File: src/hdl/y2yc_pkg.sv
package y2yc_pkg;

  localparam int PIX_W    = 16;
  localparam int COEF_W   = 16;
  localparam int LUMA_W   = 14;
  localparam int CHROMA_W = 13;
  localparam int PROD_W   = CHROMA_W + COEF_W;
  localparam int EXP_W    = 29;
  localparam int HI_SHIFT = 16;
  localparam int MIX_SHIFT = 14;

  localparam logic [14:0] LUMA_GAIN   = 15'd19152;
  localparam logic [14:0] CHROMA_GAIN = 15'd18752;
  localparam logic signed [13:0] LUMA_OFFSET   = 14'sd299;
  localparam logic signed [13:0] CHROMA_OFFSET = 14'sd2340;

  localparam logic signed [COEF_W-1:0] RST_LUMA_FROM_CB = 16'sd0;
  localparam logic signed [COEF_W-1:0] RST_LUMA_FROM_CR = 16'sd0;
  localparam logic signed [COEF_W-1:0] RST_CB_FROM_CB   = 16'sd16384;
  localparam logic signed [COEF_W-1:0] RST_CB_FROM_CR   = 16'sd0;
  localparam logic signed [COEF_W-1:0] RST_CR_FROM_CB   = 16'sd0;
  localparam logic signed [COEF_W-1:0] RST_CR_FROM_CR   = 16'sd16384;

  typedef logic signed [LUMA_W-1:0]   luma_t;
  typedef logic signed [CHROMA_W-1:0] chroma_t;
  typedef logic signed [COEF_W-1:0]   coef_t;
  typedef logic signed [PROD_W-1:0]   prod_t;

  typedef enum logic [2:0] {
    REG_LUMA_FROM_CB = 3'd0,
    REG_LUMA_FROM_CR = 3'd1,
    REG_CB_FROM_CB   = 3'd2,
    REG_CB_FROM_CR   = 3'd3,
    REG_CR_FROM_CB   = 3'd4,
    REG_CR_FROM_CR   = 3'd5
  } reg_idx_t;

  typedef struct packed {
    logic issue;
    logic sel_new;
    logic odd;
    logic le;
    logic last;
    logic cap_load;
    logic hold_from_in;
    logic hold_from_cap;
  } ctl_cmd_t;

  typedef struct packed {
    logic adv;
  } dp_stat_t;

  function automatic luma_t expand_luma(input logic [7:0] y);
    logic [EXP_W-1:0] p;
    p = {15'd0, y, 6'd0} * {14'd0, LUMA_GAIN};
    return luma_t'($signed({1'b0, p[EXP_W-1:HI_SHIFT]}) - LUMA_OFFSET);
  endfunction

  function automatic chroma_t expand_chroma(input logic [7:0] c);
    logic [EXP_W-1:0] p;
    logic signed [13:0] d;
    p = {15'd0, c, 6'd0} * {14'd0, CHROMA_GAIN};
    d = $signed({1'b0, p[EXP_W-1:HI_SHIFT]}) - CHROMA_OFFSET;
    return d[CHROMA_W-1:0];
  endfunction

  function automatic chroma_t avg_chroma(input chroma_t a, input chroma_t b);
    logic signed [CHROMA_W:0] s;
    s = {a[CHROMA_W-1], a} + {b[CHROMA_W-1], b} + (CHROMA_W+1)'(1);
    return s[CHROMA_W:1];
  endfunction

endpackage

File: src/hdl/y2yc_ctrl.sv
module y2yc_ctrl (
  input  logic                clk,
  input  logic                rst_n,
  input  logic                in_valid,
  input  logic                in_line_end,
  output logic                in_ready,
  input  y2yc_pkg::dp_stat_t  stat,
  output y2yc_pkg::ctl_cmd_t  cmd
);

  typedef enum logic [4:0] {
    ST_IDLE  = 5'b00001,
    ST_HEVEN = 5'b00010,
    ST_HODD  = 5'b00100,
    ST_NEVEN = 5'b01000,
    ST_NODD  = 5'b10000
  } state_t;

  state_t state_r, state_nxt;
  logic   held_valid_r, held_valid_nxt;
  logic   cap_le_r, cap_le_nxt;
  logic   last_issue;
  logic   take;

  assign last_issue = ((state_r == ST_HODD) && !cap_le_r) || (state_r == ST_NODD);
  assign in_ready   = (state_r == ST_IDLE) || (last_issue && stat.adv);
  assign take       = in_valid && in_ready;

  always_comb begin
    cmd.issue         = stat.adv && (state_r != ST_IDLE);
    cmd.sel_new       = (state_r == ST_NEVEN) || (state_r == ST_NODD);
    cmd.odd           = (state_r == ST_HODD) || (state_r == ST_NODD);
    cmd.le            = (state_r == ST_NODD);
    cmd.last          = last_issue;
    cmd.cap_load      = take;
    cmd.hold_from_in  = take && !held_valid_r && !in_line_end;
    cmd.hold_from_cap = stat.adv && (state_r == ST_HODD) && !cap_le_r;
  end

  always_comb begin
    state_nxt      = state_r;
    held_valid_nxt = take ? !in_line_end : held_valid_r;
    cap_le_nxt     = take ? in_line_end : cap_le_r;
    unique case (state_r)
      ST_IDLE:  state_nxt = ST_IDLE;
      ST_HEVEN: if (stat.adv) state_nxt = ST_HODD;
      ST_HODD:  if (stat.adv) state_nxt = cap_le_r ? ST_NEVEN : ST_IDLE;
      ST_NEVEN: if (stat.adv) state_nxt = ST_NODD;
      ST_NODD:  if (stat.adv) state_nxt = ST_IDLE;
      default:  state_nxt = ST_IDLE;
    endcase
    if (take) begin
      if (held_valid_r) begin
        state_nxt = ST_HEVEN;
      end else begin
        state_nxt = in_line_end ? ST_NEVEN : ST_IDLE;
      end
    end
  end

  always_ff @(posedge clk) begin
    if (!rst_n) begin
      state_r      <= ST_IDLE;
      held_valid_r <= 1'b0;
      cap_le_r     <= 1'b0;
    end else begin
      state_r      <= state_nxt;
      held_valid_r <= held_valid_nxt;
      cap_le_r     <= cap_le_nxt;
    end
  end

  a_take_only_at_end: assert property (@(posedge clk) disable iff (!rst_n)
    take |-> (state_r == ST_IDLE || state_r == ST_HODD || state_r == ST_NODD))
    else $error("beat accepted while pixels still pending");

  a_hold_one_source: assert property (@(posedge clk) disable iff (!rst_n)
    !(cmd.hold_from_in && cmd.hold_from_cap))
    else $error("held pair loaded from two sources");

  a_flush_to_idle: assert property (@(posedge clk) disable iff (!rst_n)
    (state_r == ST_NODD && stat.adv && !take) |=> (state_r == ST_IDLE && !held_valid_r))
    else $error("line flush did not return to idle");

  a_hold_after_pair: assert property (@(posedge clk) disable iff (!rst_n)
    (state_r == ST_HODD && stat.adv && !cap_le_r && !take) |=> held_valid_r)
    else $error("held pair lost after odd pixel");

endmodule

File: src/hdl/y2yc_dpath.sv
module y2yc_dpath (
  input  logic                clk,
  input  logic                rst_n,
  input  logic                cfg_we,
  input  logic [2:0]          cfg_index,
  input  logic [15:0]         cfg_data,
  input  logic [7:0]          in_luma_even,
  input  logic [7:0]          in_chroma_b,
  input  logic [7:0]          in_luma_odd,
  input  logic [7:0]          in_chroma_r,
  input  y2yc_pkg::ctl_cmd_t  cmd,
  output y2yc_pkg::dp_stat_t  stat,
  output logic                out_valid,
  input  logic                out_ready,
  output logic signed [15:0]  out_pix_luma,
  output logic signed [15:0]  out_pix_cb,
  output logic signed [15:0]  out_pix_cr,
  output logic                out_pixel_line_end,
  output logic                out_run_last
);

  localparam int PW = y2yc_pkg::PIX_W;
  localparam int LW = y2yc_pkg::LUMA_W;
  localparam int QW = y2yc_pkg::PROD_W;
  localparam int HS = y2yc_pkg::HI_SHIFT;
  localparam int MS = y2yc_pkg::MIX_SHIFT;

  // coefficients
  y2yc_pkg::coef_t k_lcb_r, k_lcr_r, k_bb_r, k_br_r, k_rb_r, k_rr_r;

  always_ff @(posedge clk) begin
    if (!rst_n) begin
      k_lcb_r <= y2yc_pkg::RST_LUMA_FROM_CB;
      k_lcr_r <= y2yc_pkg::RST_LUMA_FROM_CR;
      k_bb_r  <= y2yc_pkg::RST_CB_FROM_CB;
      k_br_r  <= y2yc_pkg::RST_CB_FROM_CR;
      k_rb_r  <= y2yc_pkg::RST_CR_FROM_CB;
      k_rr_r  <= y2yc_pkg::RST_CR_FROM_CR;
    end else if (cfg_we) begin
      unique case (y2yc_pkg::reg_idx_t'(cfg_index))
        y2yc_pkg::REG_LUMA_FROM_CB: k_lcb_r <= $signed(cfg_data);
        y2yc_pkg::REG_LUMA_FROM_CR: k_lcr_r <= $signed(cfg_data);
        y2yc_pkg::REG_CB_FROM_CB:   k_bb_r  <= $signed(cfg_data);
        y2yc_pkg::REG_CB_FROM_CR:   k_br_r  <= $signed(cfg_data);
        y2yc_pkg::REG_CR_FROM_CB:   k_rb_r  <= $signed(cfg_data);
        y2yc_pkg::REG_CR_FROM_CR:   k_rr_r  <= $signed(cfg_data);
        default: ;
      endcase
    end
  end

  // capture and held macropixels
  logic [7:0] cap_ye_r, cap_cb_r, cap_yo_r, cap_cr_r;
  logic [7:0] hld_ye_r, hld_cb_r, hld_yo_r, hld_cr_r;

  always_ff @(posedge clk) begin
    if (cmd.cap_load) begin
      cap_ye_r <= in_luma_even;
      cap_cb_r <= in_chroma_b;
      cap_yo_r <= in_luma_odd;
      cap_cr_r <= in_chroma_r;
    end
    if (cmd.hold_from_in) begin
      hld_ye_r <= in_luma_even;
      hld_cb_r <= in_chroma_b;
      hld_yo_r <= in_luma_odd;
      hld_cr_r <= in_chroma_r;
    end else if (cmd.hold_from_cap) begin
      hld_ye_r <= cap_ye_r;
      hld_cb_r <= cap_cb_r;
      hld_yo_r <= cap_yo_r;
      hld_cr_r <= cap_cr_r;
    end
  end

  logic adv;
  logic out_valid_r;
  assign adv      = !out_valid_r || out_ready;
  assign stat.adv = adv;

  // stage 1: expand
  logic [7:0] src_ye, src_yo, src_cb, src_cr, src_y;
  assign src_ye = cmd.sel_new ? cap_ye_r : hld_ye_r;
  assign src_yo = cmd.sel_new ? cap_yo_r : hld_yo_r;
  assign src_cb = cmd.sel_new ? cap_cb_r : hld_cb_r;
  assign src_cr = cmd.sel_new ? cap_cr_r : hld_cr_r;
  assign src_y  = cmd.odd ? src_yo : src_ye;

  logic v1_r, v2_r, v3_r;
  y2yc_pkg::luma_t   s1_y_r;
  y2yc_pkg::chroma_t s1_cb0_r, s1_cr0_r, s1_cb1_r, s1_cr1_r;
  logic              s1_odd_r, s1_le_r, s1_last_r;

  // stage 2: upsample
  y2yc_pkg::luma_t   s2_y_r;
  y2yc_pkg::chroma_t s2_cb_r, s2_cr_r;
  logic              s2_le_r, s2_last_r;

  // stage 3: matrix products
  y2yc_pkg::luma_t   s3_y_r;
  y2yc_pkg::prod_t   s3_lcb_r, s3_lcr_r, s3_bb_r, s3_br_r, s3_rb_r, s3_rr_r;
  logic              s3_le_r, s3_last_r;

  // stage 4: sums
  logic signed [PW-1:0] luma_sum;
  logic signed [QW:0]   cb_mix, cr_mix;
  logic signed [PW-1:0] pix_luma_r, pix_cb_r, pix_cr_r;
  logic                 pix_le_r, pix_last_r;

  assign luma_sum = {{(PW-LW){s3_y_r[LW-1]}}, s3_y_r}
                  + {{(PW-(QW-HS)){s3_lcb_r[QW-1]}}, s3_lcb_r[QW-1:HS]}
                  + {{(PW-(QW-HS)){s3_lcr_r[QW-1]}}, s3_lcr_r[QW-1:HS]};
  assign cb_mix = {s3_bb_r[QW-1], s3_bb_r} + {s3_br_r[QW-1], s3_br_r};
  assign cr_mix = {s3_rb_r[QW-1], s3_rb_r} + {s3_rr_r[QW-1], s3_rr_r};

  always_ff @(posedge clk) begin
    if (adv) begin
      s1_y_r    <= y2yc_pkg::expand_luma(src_y);
      s1_cb0_r  <= y2yc_pkg::expand_chroma(src_cb);
      s1_cr0_r  <= y2yc_pkg::expand_chroma(src_cr);
      s1_cb1_r  <= y2yc_pkg::expand_chroma(cap_cb_r);
      s1_cr1_r  <= y2yc_pkg::expand_chroma(cap_cr_r);
      s1_odd_r  <= cmd.odd;
      s1_le_r   <= cmd.le;
      s1_last_r <= cmd.last;

      s2_y_r    <= s1_y_r;
      s2_cb_r   <= s1_odd_r ? y2yc_pkg::avg_chroma(s1_cb0_r, s1_cb1_r) : s1_cb0_r;
      s2_cr_r   <= s1_odd_r ? y2yc_pkg::avg_chroma(s1_cr0_r, s1_cr1_r) : s1_cr0_r;
      s2_le_r   <= s1_le_r;
      s2_last_r <= s1_last_r;

      s3_y_r    <= s2_y_r;
      s3_lcb_r  <= s2_cb_r * k_lcb_r;
      s3_lcr_r  <= s2_cr_r * k_lcr_r;
      s3_bb_r   <= s2_cb_r * k_bb_r;
      s3_br_r   <= s2_cr_r * k_br_r;
      s3_rb_r   <= s2_cb_r * k_rb_r;
      s3_rr_r   <= s2_cr_r * k_rr_r;
      s3_le_r   <= s2_le_r;
      s3_last_r <= s2_last_r;

      // shifted mix is always within 16 bits
      pix_luma_r <= luma_sum;
      pix_cb_r   <= cb_mix[QW:MS];
      pix_cr_r   <= cr_mix[QW:MS];
      pix_le_r   <= s3_le_r;
      pix_last_r <= s3_last_r;
    end
  end

  always_ff @(posedge clk) begin
    if (!rst_n) begin
      v1_r        <= 1'b0;
      v2_r        <= 1'b0;
      v3_r        <= 1'b0;
      out_valid_r <= 1'b0;
    end else if (adv) begin
      v1_r        <= cmd.issue;
      v2_r        <= v1_r;
      v3_r        <= v2_r;
      out_valid_r <= v3_r;
    end
  end

  assign out_valid          = out_valid_r;
  assign out_pix_luma       = pix_luma_r;
  assign out_pix_cb         = pix_cb_r;
  assign out_pix_cr         = pix_cr_r;
  assign out_pixel_line_end = pix_le_r;
  assign out_run_last       = pix_last_r;

  a_issue_when_moving: assert property (@(posedge clk) disable iff (!rst_n)
    cmd.issue |-> adv)
    else $error("pixel issued into a stalled pipeline");

  a_stall_holds_pipe: assert property (@(posedge clk) disable iff (!rst_n)
    (out_valid_r && !out_ready) |=> (out_valid_r && $stable(v3_r) && $stable(pix_last_r)))
    else $error("pipeline moved during stall");

endmodule

File: src/hdl/yuy2_to_yc48_upsample_convert.sv
// Each issued pixel passes the expand, upsample, product and sum registers;
// throughput is one pixel per cycle from this four-stage convert pipeline
// while the output does not stall, and a line-end beat flushes the held pair.
// Output stalls freeze the whole pipeline and a busy issue controller.
// Reset (synchronous, rst_n low) empties the pipeline, drops the held pair
// and loads the default matrix coefficients.
module yuy2_to_yc48_upsample_convert (
  input  logic               clk,
  input  logic               rst_n,
  input  logic               cfg_we,
  input  logic [2:0]         cfg_index,
  input  logic [15:0]        cfg_data,
  input  logic               in_valid,
  output logic               in_ready,
  input  logic [7:0]         in_luma_even,
  input  logic [7:0]         in_chroma_b,
  input  logic [7:0]         in_luma_odd,
  input  logic [7:0]         in_chroma_r,
  input  logic               in_line_end,
  output logic               out_valid,
  input  logic               out_ready,
  output logic signed [15:0] out_pix_luma,
  output logic signed [15:0] out_pix_cb,
  output logic signed [15:0] out_pix_cr,
  output logic               out_pixel_line_end,
  output logic               out_run_last
);

  y2yc_pkg::ctl_cmd_t cmd;
  y2yc_pkg::dp_stat_t stat;

  y2yc_ctrl u_ctrl (
    .clk         (clk),
    .rst_n       (rst_n),
    .in_valid    (in_valid),
    .in_line_end (in_line_end),
    .in_ready    (in_ready),
    .stat        (stat),
    .cmd         (cmd)
  );

  y2yc_dpath u_dpath (
    .clk                (clk),
    .rst_n              (rst_n),
    .cfg_we             (cfg_we),
    .cfg_index          (cfg_index),
    .cfg_data           (cfg_data),
    .in_luma_even       (in_luma_even),
    .in_chroma_b        (in_chroma_b),
    .in_luma_odd        (in_luma_odd),
    .in_chroma_r        (in_chroma_r),
    .cmd                (cmd),
    .stat               (stat),
    .out_valid          (out_valid),
    .out_ready          (out_ready),
    .out_pix_luma       (out_pix_luma),
    .out_pix_cb         (out_pix_cb),
    .out_pix_cr         (out_pix_cr),
    .out_pixel_line_end (out_pixel_line_end),
    .out_run_last       (out_run_last)
  );

endmodule
File: config.mk
export PLATFORM = sky130hd
export DESIGN_NAME = yuy2_to_yc48_upsample_convert
export DESIGN_NICKNAME = d
export VERILOG_FILES = /design/src/hdl/y2yc_pkg.sv /design/src/hdl/y2yc_ctrl.sv /design/src/hdl/y2yc_dpath.sv /design/src/hdl/yuy2_to_yc48_upsample_convert.sv
export SDC_FILE = /design/constraint.sdc
export NUM_CORES = 2
export LEC_CHECK = 0
export BUFFER_PORTS_ARGS = -buffer_cell sky130_fd_sc_hd__buf_2
export CELL_PAD_IN_SITES_DETAIL_PLACEMENT = 1
export CELL_PAD_IN_SITES_GLOBAL_PLACEMENT = 1
export CORE_MARGIN = 2
export CORE_UTILIZATION = 48
export CTS_CLUSTER_SIZE = 10
export DETAILED_ROUTE_END_ITERATION = 10
export GPL_TIMING_DRIVEN = 1
export PLACE_DENSITY_LB_ADDON = 0.25
export SLEW_MARGIN = 20
export SYNTH_ARGS = -nofsm -noshare
export SYNTH_HDL_FRONTEND = slang
export SYNTH_SLANG_ARGS = --single-unit
File: constraint.sdc
create_clock -name clk -period 11 [get_ports clk]
set_input_delay 1.1 -clock clk [delete_from_list [all_inputs] [get_ports clk]]
set_output_delay 1.1 -clock clk [all_outputs]
set_load 0.03 [all_outputs]
# --- Word-level counts from Yosys, hierarchy flattened ---
# Index checks and enable logic that the tools add are counted.
totals:
  elab_cells: 137
  output_inout_bits: 52
  input_bits: 57
  register_bits: 522
classes:
  n_mux: 24
  reduce_logical: 26
  eq_ne: 15
  n_mul: 11
  add_sub_neg: 13
op_table:
  columns: ["op", "n"]
  rows:
  - ["$mul A13 B16 Y29", 6]
  - ["$mux W8", 13]
  - ["$mul A8 B9 Y17 const B", 4]
  - ["$add A29 B29 Y30", 2]
  - ["$sub A13 B12 Y13 const B", 4]
  - ["$mux W5", 6]
  - ["$add A13 B13 Y14", 2]
  - ["$add A14 B1 Y14 const B", 2]
  - ["$mux W13", 2]
  - ["$pmux W5 S4", 1]
  - ["$mul A8 B11 Y19 const B", 1]
  - ["$add A16 B16 Y16", 1]
  - ["$add A14 B13 Y15", 1]
  - ["$sub A13 B9 Y14 const B", 1]
  - ["$reduce_and A2 Y1", 6]
  - ["$ne A3 B1 Y1 const B", 3]
  - ["$logic_and A1 B1 Y1", 8]
  - ["$mux W4", 2]
  - ["$eq A3 B2 Y1 const B", 2]
  - ["$eq A3 B3 Y1 const B", 2]
  - ["$eq A5 B1 Y1 const B", 1]
  - ["$eq A5 B2 Y1 const B", 1]
  - ["$eq A5 B3 Y1 const B", 1]
  - ["$eq A5 B4 Y1 const B", 1]
  - ["other kinds (9)", 16]

# --- Logic depth before layout (Yosys ltp) ---
logic_depth:
  depth_word: 9
  ltp_mapped: 28
  ltp_nobuf: 27

# --- Hierarchy ---
# Synthesis repeated with hierarchy kept, for this count alone.
hier_totals:
  hier_cells: 6979
  area_unflattened_um2: 70114.7
modules_own_cells:
  columns: ["mod", "cells_each", "instances", "area_per_inst_um2", "seq_area_each_um2"]
  rows:
  - ["y2yc_dpath", 6905, 1, 69527.9, 13503.0]
  - ["y2yc_ctrl", 74, 1, 586.8, 140.1]

# --- Worst setup path after synthesis ---
# Ideal clock, no wire load.
synth_path:
  path_type: "input -> register"
  from: "input port out_ready"
  to: "register u_dpath.hld_cb_r[0], enable pin"
  setup_slack_ns: 0.333
  setup_ns: 0.330
  required_time_ns: 10.670
  arrival_ns: 10.337
  stages: 10
  path_buffers: 3
  cell_sequence: "nor2b_1 -> clkbuf_1 -> clkinv_1 -> nand2_1 -> nand2_1 -> nand2_1 -> nor3_1 -> clkbuf_1 -> clkbuf_1 -> or2_2"
synth_via:
  elab_chain_cells: 7
  word_cells_on_any_way: 9
  cone_classes: "reduce/logical: 9"
synth_rtl:
  columns: ["item", "line_no", "text"]
  rows:
  - ["from (decl)", "yuy2_to_yc48_upsample_convert.sv:21", "input logic out_ready,"]
  - ["$logic_or A1 B1 Y1", "y2yc_dpath.sv:78", "assign adv = !out_valid_r || out_ready;"]
  - ["$logic_and A1 B1 Y1", "y2yc_ctrl.sv:26", "assign in_ready = (state_r == ST_IDLE) || (last_issue && stat.adv);"]
  - ["$logic_or A1 B1 Y1", "y2yc_ctrl.sv:26", null]
  - ["via in_ready", "yuy2_to_yc48_upsample_convert.sv:14", "output logic in_ready,"]
  - ["$logic_and A1 B1 Y1", "y2yc_ctrl.sv:27", "assign take = in_valid && in_ready;"]
  - ["$logic_and A1 B1 Y1 (2 in series)", "y2yc_ctrl.sv:36", "cmd.hold_from_in = take && !held_valid_r && !in_line_end;"]
  - ["$reduce_bool A2 Y1 (no line)", null, null]
  - ["to (signal assigned)", "y2yc_dpath.sv:65", "hld_cb_r <= in_chroma_b;"]
  - ["to (signal assigned)", "y2yc_dpath.sv:70", "hld_cb_r <= cap_cb_r;"]
  - ["to (decl)", "y2yc_dpath.sv:54", "logic [7:0] hld_ye_r, hld_cb_r, hld_yo_r, hld_cr_r;"]
# The timed path passes the listed nets, and every way through them passes these cells.
# A chain may end at the register's enable or synchronous reset.

# --- Worst setup path after layout ---
layout_path:
  from: "register u_dpath.s2_cr_r[4]"
  to: "register u_dpath.s3_lcr_r[28], data pin"
layout_via:
  elab_chain_cells: 1
layout_rtl:
  columns: ["item", "line_no", "text"]
  rows:
  - ["from (decl)", "y2yc_dpath.sv:96", "y2yc_pkg::chroma_t s2_cb_r, s2_cr_r;"]
  - ["from (signal assigned)", "y2yc_dpath.sv:129", "s2_cr_r <= s1_odd_r ? y2yc_pkg::avg_chroma(s1_cr0_r, s1_cr1_r) : s1_cr0_r;"]
  - ["$mul A13 B16 Y29", "y2yc_dpath.sv:135", "s3_lcr_r <= s2_cr_r * k_lcr_r;"]
  - ["to (signal assigned)", "y2yc_dpath.sv:135", null]
  - ["to (decl)", "y2yc_dpath.sv:101", "y2yc_pkg::prod_t s3_lcb_r, s3_lcr_r, s3_bb_r, s3_br_r, s3_rb_r, s3_rr_r;"]
# No other way between the ends.

==> results.yml <==
synth:
  async_flop_share_pct: 0
  yosysTopAreaCell: "fa_1"
  yosysSeqAreaShare_pct: 19.3
  syn_avg_cell_area_sq_um: 9.81
  synth_top_area_share_pct: 34.2
  synth_edf_count: 383
  synthFlopType: "edfxtp_1"
  synth_area_leaders: "fa_1 (34%), edfxtp_1 (16%), ha_1 (13%)"
  yosys.cell_types.count: 81
  synth_nets: 9221
  synthesis.area_sq_um: 70900
  yosys_warnings: 0
  synth-seq-cells: 490
  netlist_instances: 7222
power:
  power.clock.fraction_pct: 11.8
  swShare_pct: 49.4
  p_leak_nw: 35.9
  p_switching_mw: 9.29
  p_int_mw: 9.50
  powerDensity_nw_per_um2: 249
  vdd_drop_max_mv: 0.176
  seq_power_share_pct: 19.1
  p_comb_share_pct: 69.1
timing:
  rsz0062_at_grt: "no"
  fin_setup_tns_ps: 0
  maxSlewHeadroom_pct: 25.2
  fin_crit_ps: 8070
  hold_violations: 0
  clock.fmax_mhz: 124
  report.final.setup_viol: 0
  finalClockSkew_ps: 47.4
  final_max_slew_viol_count: 0
  fin_crit_sh_pct: 73.4
  worst_slew_pin_slew_ps: 1120
  whs_ps: 411
clock_network:
  cts.path.max_buffers: 3
  ctsResizeCount: 0
  cts_setup_buffers: 0
  cts_tree: "done"
  clock_latency_ps: 700
  cts-hold-fix-buffers: 0
  htree_levels: 3
  cts_root_buf: "clkbuf_16"
  cts_buffers: 69
  clock-sinks: 490
  path_clk_slew_ps: 60
placement:
  finalWeightedCongestion: 0.865
  numPortBuffers: 108
  postPlaceCellArea_sq_um: 73200
  dp_hpwl_microns: 151000
final_layout:
  drive_gt1_share_pct: 4.71
  layout-area-overhead-vs-synth_pct: 6.40
  postLayoutCellArea_sq_um: 75400
  nets: 9175
floorplanning:
  die_y_microns: 388
  io-pin-count: 109
  die-area_sq_um: 151000
  start_util_pct: 48.5
  core-area_sq_um: 146000
  dieWidth_microns: 388
  row_count: 140
worst_setup_path:
  crit_path_end_kind: "register"
  startpoint_type: "register"
  crit_required_ps: 11550
  critPathKind: "register to register"
  cp.arrival_ps: 8620
  crit_fanout: 25
global_routing:
  grt_max_degree: 149
  grt_usage_pct: 26.2
  grt_pass1_vias: 56800
  overflow: 0
  grt_pass1_wl_microns: 311000
  antenna_found_initial: 5
worst_hold_path:
  hp-class: "register to register"
drt:
  avgViaCountPerCell: 5.39
  first_iter_violations: 2230
  first_pass_iters: 5
  vias: 49300
  wl_microns: 191000
  ant_nets: 0
  routedWlPerCell_microns: 20.9
  drc: 0
job:
  drv_cap: 0
status:
  status: "completed"
-- state kept, by name, summed over array words and instances (netlist names), 14 cells and up --
name / flops
u_dpath.k_bb_r: 16
u_dpath.k_br_r: 16
u_dpath.k_lcb_r: 16
u_dpath.k_lcr_r: 16
u_dpath.k_rb_r: 16
u_dpath.k_rr_r: 16
u_dpath.out_pix_cb: 16
u_dpath.out_pix_cr: 16
u_dpath.out_pix_luma: 16
u_dpath.s1_y_r: 14
u_dpath.s2_y_r: 14
u_dpath.s3_bb_r: 29
u_dpath.s3_br_r: 29
u_dpath.s3_rb_r: 29
u_dpath.s3_rr_r: 29
u_dpath.s3_y_r: 14
-- kinds of logic after synthesis --
logic type,Yosys count,share of synthesized area [%]
xor gates and xnor gates,289,3.58
AOI/OAI and AO/OA,707,6.64
adders and majority gates,1942,47.1
muxes,61,0.945
DFF,490,19.3
buffers and inverters,1707,9.06
and+or+nand+nor,2026,13.4
-- cell usage after synthesis (107+ instances only) --
master and count:
xnor2_1 220, nand2_1 1028, a21oi_1 174, o21ai_0 128, inv_1 1431, fa_1 1209, ha_1 733, dfxtp_1 107
clkbuf_1 263, nor2_1 222, edfxtp_1 383, and2_1 442, a21boi_0 114
-- critical path, stage by stage, from the launching register on --
cell and delay (ps):
edfxtp_1 1090, buf_4 490, nand2_1 140, fa_1 480, fa_1 440, inv_1 80
fa_1 430, fa_1 550, inv_1 50, fa_1 480, inv_1 50, ha_1 270
ha_1 220, or4_1 510, o2111ai_1 120, a21oi_1 100, a221oi_1 560, o21ai_0 340
o211ai_1 300, o22ai_1 200, o41a_1 430, or4_1 490, nand4_1 110
-- layout by cell type (no fill, tap or decap), types with 68 or more instances in the layout --
master	Yosys	final
ha_1	733	733
a21oi_1	174	174
xor2_1	68	68
inv_1	1431	1431
nand2_1	1028	1028
xnor2_1	220	220
and2_1	442	442
a21boi_0	114	114
edfxtp_1	383	383
dfxtp_1	107	107
buf_2	3	107
clkbuf_16	0	71
nor2_1	222	221
fa_1	1209	1209
o21ai_0	128	128
-- worst paths after layout --
| path | start | endpoint | slack, ps | cells past startpoint |
|---|---|---|---|---|
| setup / recovery | u_dpath.s2_cr_r[4] | u_dpath.s3_lcr_r[28] | 2930 | 22 |
| hold / removal | u_dpath.s2_y_r[6] | u_dpath.s3_y_r[6] | 410 | 0 |
| setup reg to reg | u_dpath.s2_cr_r[4] | u_dpath.s3_lcr_r[28] | 2930 | 22 |
| hold reg to reg | u_dpath.s2_y_r[6] | u_dpath.s3_y_r[6] | 410 | 0 |
-- through the flow --
step           total power, mW  setup WS, ps  cells  util [%]
6_report                  18.8          2930   9143      51.6
3_3_place_gp              16.0          3120   9022      50.1
2_1_floorplan             12.4           333   7222         -
3_5_place_dp              16.5          2960   9022      50.1
4_1_cts                   19.0          2900   9138      51.6
5_1_grt                   20.5          2500   9138      51.6
-- power by group through the flow --
stage,combinational [mW],sequential [mW],clock (mW)
2_1_floorplan,8.87,3.55,0
3_3_place_gp,12.4,3.61,0
3_5_place_dp,12.9,3.63,0
4_1_cts,13.1,3.60,2.27
5_1_grt,14.6,3.63,2.33
6_report,13.0,3.58,2.22
-- final cells by class --
type | instances | area [sq um]
multi-input cells | 5025 | 50800
diodes | 5 | 12.5
fillers | 16400 | 70700
inverters | 1433 | 5390
repair buffers | 157 | 927
clock buffers | 90 | 1880
clock inverters | 26 | 315
flip-flops and latches | 490 | 13600
well taps | 1917 | 2400
-- per-layer routing --
layer  routed length [microns]  vias to the layer above  global-route usage [%]
met1                     80100                    25600                    33.0
met4                      7110                        2                    8.73
met2                     96100                      993                    46.7
met5                        11                        -                       0
met3                      7640                      320                    3.01
li1                          -                    22400                       -
No activity file was read; power rests on OpenSTA's default activity.
